--- config.mk ---
export PLATFORM = sky130hd
export DESIGN_NAME = bsp_seq
export DESIGN_NICKNAME = d
export VERILOG_FILES = /design/src/bsp_pkg.sv /design/src/bsp_seq.sv
export SDC_FILE = /design/constraint.sdc
export NUM_CORES = 1
export LEC_CHECK = 0
export BUFFER_PORTS_ARGS = -buffer_cell sky130_fd_sc_hd__clkbuf_2
export CORE_UTILIZATION = 40
export CTS_CLUSTER_DIAMETER = 40
export DETAILED_ROUTE_END_ITERATION = 8
export GPL_TIMING_DRIVEN = 0
export SLEW_MARGIN = 20
export SYNTH_ARGS = -nofsm -noshare
export SYNTH_HDL_FRONTEND = slang
export SYNTH_SLANG_ARGS = --single-unit
--- constraint.sdc ---
create_clock -name clock -period 3.4 [get_ports clock]
set_input_delay 0.34 -clock clock [delete_from_list [all_inputs] [get_ports clock]]
set_output_delay 0.34 -clock clock [all_outputs]
set_load 0.02 [all_outputs]
--- src/bsp_pkg.sv ---
package bsp_pkg;

   // Capacity of the store; a set longer than this is cut and flagged.
   localparam int MAX_ITEMS = 64;
   localparam int ADDR_W    = $clog2(MAX_ITEMS);
   // Padding can reach the next power of two, so the store is that deep.
   localparam int DEPTH     = 1 << ADDR_W;
   localparam int CNT_W     = $clog2(MAX_ITEMS + 1);
   localparam int PW        = ADDR_W + 1;
   localparam int LG_W      = $clog2(ADDR_W + 1);

   localparam logic [63:0] SENTINEL_KEY = '1;

   typedef struct packed {
      logic [63:0] item_key;
      logic [63:0] item_payload;
      logic        is_last;
   } req_type;

   typedef struct packed {
      logic [63:0] out_key;
      logic [63:0] out_payload;
      logic        out_last;
      logic        overflowed;
   } rsp_type;

   typedef struct packed {
      logic [63:0] key;
      logic [63:0] payload;
   } entry_type;

   // Current compare-swap pair of the sorting network.
   typedef struct packed {
      logic [ADDR_W-1:0] lo;
      logic [ADDR_W-1:0] hi;
      logic              up;
      logic              last;
   } pair_type;

   // Smallest exponent whose power of two covers n items.
   function automatic logic [LG_W-1:0] ceil_lg(input logic [CNT_W-1:0] n);
      logic [LG_W-1:0] r;
      r = LG_W'(ADDR_W);
      for (int b = ADDR_W; b >= 0; b--) begin
         if ((PW'(1) << b) >= PW'(n)) begin
            r = LG_W'(b);
         end
      end
      return r;
   endfunction

endpackage

--- src/bsp_seq.sv ---
module bsp_seq (
   input  logic                     clock,
   input  logic                     reset,
   input  logic                     start,
   input  logic                     advance,
   input  logic [bsp_pkg::LG_W-1:0] lgp,
   output bsp_pkg::pair_type        pair
);
   import bsp_pkg::*;

   // ks: log of the bitonic block size, js: log of the compare distance,
   // q: index of the pair within the current layer.
   logic [LG_W-1:0]   ks_ff, ks_in;
   logic [LG_W-1:0]   js_ff, js_in;
   logic [ADDR_W-1:0] q_ff, q_in;
   logic [PW-1:0]     half_p, q_w, lo_w, hi_w;
   logic              q_last;

   always_comb begin
      half_p = (PW'(1) << lgp) >> 1;
      q_w    = PW'(q_ff);
      q_last = (q_w == half_p - PW'(1));
      // Insert a zero at bit js to get the lower index of the pair.
      lo_w   = ((q_w >> js_ff) << (js_ff + LG_W'(1)))
             | (q_w & ((PW'(1) << js_ff) - PW'(1)));
      hi_w   = lo_w | (PW'(1) << js_ff);

      pair.lo   = lo_w[ADDR_W-1:0];
      pair.hi   = hi_w[ADDR_W-1:0];
      pair.up   = (((lo_w >> ks_ff) & PW'(1)) == '0);
      pair.last = q_last && (js_ff == '0) && (ks_ff == lgp);

      ks_in = ks_ff;
      js_in = js_ff;
      q_in  = q_ff;
      if (start) begin
         ks_in = LG_W'(1);
         js_in = '0;
         q_in  = '0;
      end else if (advance) begin
         if (!q_last) begin
            q_in = q_ff + ADDR_W'(1);
         end else begin
            q_in = '0;
            if (js_ff != '0) begin
               js_in = js_ff - LG_W'(1);
            end else begin
               ks_in = ks_ff + LG_W'(1);
               js_in = ks_ff;
            end
         end
      end
   end

   always_ff @(posedge clock) begin
      if (reset) begin
         ks_ff <= LG_W'(1);
         js_ff <= '0;
         q_ff  <= '0;
      end else begin
         ks_ff <= ks_in;
         js_ff <= js_in;
         q_ff  <= q_in;
      end
   end

endmodule

[Word level (Yosys, flattened, before mapping)]
Cells that the tools add are included.
Word-level totals
  register bits after elaboration: 12
  word-level logic and storage cells: 30
  input port bits: 7
  output and inout port bits: 14
Cells by class
  add/sub/neg operators: 6
  reduce and logical (&&, ||, !) cells: 8
  mux-type cells: 2
  shift-type cells: 5
  equal/unequal tests: 2
  bitwise gates (word level): 4
Operators with widths (number)
  << shifter 1 x 3 -> 7 bit, first input constant: 2
  AND 6 x 7 -> 7 bit: 1
  equality test 6 x 7 -> 1 bit: 1
  zero test 7 bit: 1
  bitwise OR 7 bit: 1
  << shifter 7 x 3 -> 7 bit: 1
  right shift 6 x 3 -> 7 bit: 1
  right shift 7 x 3 -> 1 bit: 1
  subtractor 6 x 1 -> 7 bit, second input constant: 1
  subtractor 7 x 1 -> 7 bit, second input constant: 1
  adder 3 x 1 -> 3 bit, second input constant: 2
  adder 6 x 1 -> 6 bit, second input constant: 1
  2-to-1 mux 6 bit: 1
  bitwise OR 6 bit: 1
  equality test 3 bit: 1
  zero test 3 bit: 1
  2-to-1 mux 3 bit: 1
  AND reduction 3 bit: 1
  nonzero test 3 bit: 1
  subtractor 3 x 1 -> 3 bit, second input constant: 1
  logical AND 1 bit: 2
  AND reduction 2 bit: 1
  OR reduction 2 bit: 1
  NOT 1 bit: 1

[Depth between registers and ports, before layout]
Gate-level depths: netlist (run 1).
  depth in word-level cells: 6
  mapped depth: 12
  depth with buffers taken out: 11

[Least setup slack after synthesis (run 1)]
No wires, ideal clock.
  kind: register -> output
  start point: register js_ff[1]
  end point: output port pair[1] (netlist bit)
  slack: 0.073 ns
  path buffers: 1
  cell stages (with the launch flop): 13
  arrival time: 2.987 ns
  required time: 3.060 ns
  path through: dfxtp_1 -> clkbuf_1 -> inv_1 -> ha_1 -> nor2b_1 -> inv_1 -> ha_1 -> nor2b_1 -> or3b_2 -> o211ai_1 -> nor4_1 -> o22ai_1 -> a311oi_1
RTL lines
  start: declaration: line bsp_seq.sv:14  | logic [LG_W-1:0] js_ff, js_in;
  start signal: assignment: line bsp_seq.sv:62  | js_ff <= js_in;
  end: declaration: line bsp_seq.sv:7  | output bsp_pkg::pair_type pair

==> impl_metrics.yaml, run 1 <==
drt:
  ant_nets: 0
  drt_iter0_markers: 125
  met3WireLength_um: 232
  viasPerCell: 5.71
  wl_met2_um: 1880
  first_pass_iters: 4
  drc: 0
  highest_layer: "met4"
  wl_met1_um: 2170
  dr_total_vias: 1678
  wl_per_cell_um: 14.7
  wl_um: 4310
grt:
  grt_pass1_wl_um: 7120
  overflow: 0
  grt_max_degree: 11
  grt_util_all_layers: 0.219
  antenna_found_initial: 0
  grt_pass1_vias: 1439
timing:
  final_max_slew_viol_count: 0
  hold_viol_final: 0
  period_needed_ps: 3180
  slew_headroom: 0.531
  fin_skew_ps: 3.45
  final.period_utilization: 0.936
  tightest_slew_ps: 699
  timing.fmax_mhz: 314
  finalSetupViolCount: 0
  fin_ws_ps: 218
synth:
  syn_inst: 220
  ys_seq_elements: 12
  synth_top_area_frac: 0.153
  yosys.area.top_type: "dfxtp_1"
  avgSynthCellArea_um2: 7.15
  yosysUniqueCellTypes: 53
  synth_fa_ha_area_frac: 0.0795
  syn-num-nets: 237
  async_reset_ff_frac: 0
  synth.area.mux_share: 0.0493
  seq_area_frac_synth: 0.153
  synth-xor-area-share: 0.0668
  synth_top_family_by_area: "simple AND/OR/NAND/NOR gates"
  synth_compound_area_frac: 0.251
  yosys.area_share.simple: 0.326
  ys.flop_type: "dfxtp_1"
  syn_area_um2: 1570
  synth_warnings: 0
  synth.top_cells.by_area: "dfxtp_1 (15%), ha_1 (7.9%), nand2_1 (5.5%)"
  synth_edf_count: 0
finish:
  antenna_cells: 0
  fillers: 387
  multi_input_area_um2: 1250
  drive_gt1_frac: 0.232
  seq_area_um2: 243
  stdcell_count: 294
  layout.nets: 264
  syn_to_final_growth_pct: 18.4
clock_network:
  cts_sinks: 12
  cts_buffers: 3
  clkSlewWorstSetupHoldPaths_ps: 60
  root_buffer: "clkbuf_8"
  ctsHoldBuffers: 0
  clk_path_buf_depth: 2
  htree_levels: 1
  clock_latency_ps: 250
  cts_tree: "done"
setup_path:
  worstPathArrival_ps: 2840
  crit_path_end_kind: "primary output"
  start_kind: "flop"
  critical_path_required_ps: 3060
  cp_max_fo: 10
  criticalPathCategory: "reg2out"
flow_run:
  drv_cap: 0
floorplanning:
  initial_core_util: 0.424
  rows: 22
  coreArea_um2: 3720
  die_h_um: 64.7
  die_x_um: 64.7
  die_area_um2: 4190
  io_pins: 21
power_and_ir_drop:
  leakagePower_uw: 0.000763
  ir_drop_v: 0.000182
  pwr_density_cell_nw_per_um2: 195
hold_path:
  hold_path.class: "in2reg"
placed_design:
  dp.cells: 286
  io_buffers: 18
  post-dp-hpwl_um: 3220
  routabilityCongestion: 0.832
  preCtsSetupSlack_ps: -380
status:
  outcome: "completed"
critical path, cell delays in order (launching register included):
cell and delay (ps):
dfxtp_2 380, buf_6 160, clkinvlp_4 130, ha_4 210
nor2b_4 150, inv_2 120, ha_2 210, nor2b_2 150
or3b_2 120, o211ai_1 100, nor4_2 300, o22ai_1 140
a311oi_1 210, buf_2 210
registers in the layout, indices dropped and copies added (netlist names):
register	flops
q_ff	6
js_ff	3
ks_ff	3
stage by stage:
step	hold WS, ps	utilization	total power (uW)	area [um2]	setup TNS [ps]
floorplan	461	-	189	1570	0
detailed placement	605	0.464	203	1720	-396
CTS	368	0.490	364	1820	0
global route	385	0.502	380	1860	-1.61
global placement	616	0.464	202	1720	-636
finish	370	0.502	363	1860	0
power by group:
part	internal, uW	total [uW]	switching, uW
Clock	103	162	59.9
Combinational	23.1	56.9	33.8
Sequential	141	144	2.27
cells in the mapped netlist, drive strengths merged (2+ instances only):
library cell / instances
xor2: 4
clkbuf: 8
nand2: 23
mux2: 6
buf: 7
or2: 3
nor2: 12
o21ai: 10
inv: 12
a21boi: 4
nand3: 10
or3: 5
xnor2: 8
a21o: 2
or4: 2
a311oi: 3
nand4: 6
nand3b: 3
nor4: 2
a21oi: 11
dfxtp: 12
o22ai: 3
ha: 10
o31ai: 5
or3b: 3
o211ai: 4
a211oi: 4
and4b: 2
nand2b: 3
nor3: 14
a31oi: 3
nor2b: 5
final cells by class:
| cell class | instances | area share |
|---|---|---|
| buffer | 15 | 0.0463 |
| timing repair buffer | 22 | 0.0644 |
| clock buffer | 4 | 0.0295 |
| sequential | 12 | 0.130 |
| inverter | 12 | 0.0282 |
| multi-input combinational | 181 | 0.669 |
| tap | 48 | 0.0322 |
cell usage in the layout, fill, tap and decap left out, drive strengths merged, types with 4 or more instances in the layout:
cell type / count
clkbuf: 28
nand2: 23
nor3: 14
buf: 13
nor2: 12
dfxtp: 12
a21oi: 11
nand3: 10
o21ai: 10
inv: 10
ha: 10
xnor2: 8
mux2: 6
nand4: 6
or3: 5
o31ai: 5
nor2b: 5
a211oi: 4
xor2: 4
o211ai: 4
a21boi: 4
final timing paths:
| check | end | startpoint | cells after the start | slack (ps) |
|---|---|---|---|---|
| max | pair[1] | js_ff[0] | 13 | 220 |
| min | ks_ff[0] | reset | 3 | 370 |
| max reg2reg | js_ff[2] | q_ff[5] | 6 | 1390 |
| min reg2reg | q_ff[0] | q_ff[0] | 2 | 630 |
logic make-up after synthesis:
| group | after synthesis |
|---|---|
| compound gates | 56 |
| mux | 7 |
| xor+xnor | 12 |
| buf+inv | 27 |
| simple gates | 96 |
| fa+ha+maj | 10 |
| flops | 12 |
layer usage:
metal | GRT usage | up-vias
li1 | - | 856
met1 | 0.328 | 779
met4 | 0.0333 | 0
met5 | 0 | -
met2 | 0.327 | 39
met3 | 0.0370 | 4
what timing repair did:
item,in CTS,in global routing
cloned,0,0
setup buffers,1,3
pin swaps,1,1
setup endpoints to repair,3,3
gates resized for setup,9,10
No activity file was read; power rests on OpenSTA's default activity.
==> run 2, diff against run 1 <==
==> constraint.sdc (replaced) <==
create_clock -name clock -period 4 [get_ports clock]
set_input_delay 0.4 -clock clock [delete_from_list [all_inputs] [get_ports clock]]
set_output_delay 0.4 -clock clock [all_outputs]
set_load 0.02 [all_outputs]
==> run 2 against run 1 <==
Compared with the run above:
- global-route usage is 0.33 points lower
- sequential power is 15% lower
- first-iteration DRC count is 4.8% lower
- largest cell class unchanged
- largest power group unchanged
==> impl_metrics.yaml, run 2 (synthesized netlist as in run 1, its figures left out) <==
finish:
  layout.nets: 260
  regMostFlops: "q_ff"
  largestRegisters: "q_ff x6, js_ff x3, ks_ff x3"
  antenna_cells: 0
  syn_to_final_growth_pct: 14.5
  drive_gt1_frac: 0.186
  final_util: 0.485
  largest_reg_flops: 6
  final_cell_mix: "nand2_1 (23), clkbuf_2 (19), nor3_1 (14)"
  final_common_cell: "nand2_1"
drt:
  viasPerCell: 5.78
  ant_nets: 0
  drc: 0
  wl_um: 4190
  drt_iter0_markers: 119
  wl_per_cell_um: 14.4
  first_pass_iters: 4
  dr_total_vias: 1676
timing:
  period_needed_ps: 3700
  timing.fmax_mhz: 270
  fin_skew_ps: 4.26
  slew_headroom: 0.581
  tightest_slew_ps: 624
  final.period_utilization: 0.926
  fin_ws_ps: 297
  final_max_slew_viol_count: 0
  rsz0062_at_grt: "false"
  finalSetupTns_ps: 0
  finalSetupViolCount: 0
  hold_viol_final: 0
power_and_ir_drop:
  p_int_uw: 227
  seqPwrFrac: 0.395
  power_frac_clock: 0.449
  ir_drop_v: 0.000155
  comb_power_share: 0.156
  switching_share: 0.266
  leakagePower_uw: 0.000753
  pwr_density_cell_nw_per_um2: 172
  p_switching_uw: 82.3
setup_path:
  start_kind: "flop"
  worstPathArrival_ps: 3300
  slowest_delay_ps: 470
  critical_path_required_ps: 3600
  rr_startpoint: "js_ff[0]"
  criticalPathCategory: "reg2out"
  cp_slowest_cell: "or3b_2"
  crit_path_end_kind: "primary output"
  r2r_cells: 7
  cp_max_fo: 10
  worstPathCellList: "buf_2 > inv_1 > ha_1 > nor2b_4 > inv_1 > ha_1 > nor2b_1 > or3b_2 > o211ai_1 > nor4_4 > o22ai_1 > a311oi_1 > clkbuf_2"
  r2r_slack_ps: 1820
  r2r_end: "ks_ff[0]"
clock_network:
  cts_setup_buffers: 0
  clk_path_buf_depth: 2
  htree_levels: 1
  root_buffer: "clkbuf_8"
  ctsHoldBuffers: 0
  cts_buffers: 3
  clock_latency_ps: 250
  clkSlewWorstSetupHoldPaths_ps: 60
  cts_sinks: 12
  cts_tree: "done"
grt:
  overflow: 0
  antenna_found_initial: 0
  grt_pass1_wl_um: 7020
  grt_util_all_layers: 0.216
  grt_pass1_vias: 1425
  grt_max_degree: 11
placed_design:
  preCtsSetupSlack_ps: 160
  io_buffers: 18
  routabilityCongestion: 0.832
  post-dp-hpwl_um: 3220
flow_run:
  drv_cap: 0
hold_path:
  hold_path.class: "in2reg"
  whs_endpoint: "ks_ff[0]"
  hold_depth: 3
  min_from: "reset"
floorplanning:
  die_area_um2: 4190
  coreArea_um2: 3720
  die_x_um: 64.7
  io_pins: 21
  initial_core_util: 0.424
  die_h_um: 64.7
  rows: 22
status:
  outcome: "completed"
-- run 2: cell count changes in the layout (fill, tap and decap cells not counted), sizes merged --
cell / previous run / this run
buf: 13 / 7
clkbuf: 28 / 30
clkinvlp: 2 / 0
inv: 10 / 12
-- run 2: per-layer routing --
layer,track usage,vias up,share of wire
met5,0,-,0
met4,0.0333,0,0.0057
met3,0.0370,4,0.048
met2,0.326,40,0.45
met1,0.319,780,0.50
li1,-,852,-
-- run 2: worst max-delay path, delay by kind of cell, from the launching register on --
| family | cells | cell delay [ps] |
|---|---|---|
| simple gates | 4 | 980 |
| flops | 1 | 350 |
| compound gates | 3 | 410 |
| fa+ha+maj | 2 | 580 |
| buf+inv | 4 | 710 |
-- run 2: worst max path at each step --
| stage | startpoint | slack, ps | to | cells past startpoint |
|---|---|---|---|---|
| after floorplan | js_ff[1] | 610 | pair[1] | 12 |
| after global placement | js_ff[1] | 110 | pair[1] | 13 |
| after detailed placement | js_ff[1] | 160 | pair[1] | 13 |
| after CTS | js_ff[1] | 50 | pair[1] | 13 |
| after global routing | js_ff[0] | 30 | pair[1] | 13 |
| final | js_ff[0] | 300 | pair[1] | 13 |
-- run 2: power by group through the flow --
stage | combinational [uW] | sequential, uW | clock [uW]
2_1_floorplan | 36.7 | 124 | 0
6_report | 48.3 | 122 | 139
3_3_place_gp | 47.1 | 125 | 0
3_5_place_dp | 47.7 | 125 | 0
4_1_cts | 47.7 | 122 | 139
5_1_grt | 53.0 | 122 | 146
-- run 2: repair_timing --
item | CTS | global route
pin swaps | 0 | 0
endpoints found under the setup margin | 1 | 1
resized for setup | 1 | 5
-- run 2: stage by stage --
step           total power [uW]  hold WS [ps]  std cells  cell area (um2)
6_report                    309           432        290             1800
5_1_grt                     322           445        290             1800
4_1_cts                     309           428        290             1790
3_5_place_dp                172           605        286             1720
3_3_place_gp                172           616        286             1720
2_1_floorplan               161           521        220             1570
-- run 2: final cells by class --
cell class,instances,area (um2)
multi-input combinational,181,1240
clock buffer,4,55.1
timing repair buffer,18,90.1
tap,48,60.1
inverter,12,45.0
buffer,15,73.8
fill,391,1910
sequential,12,240
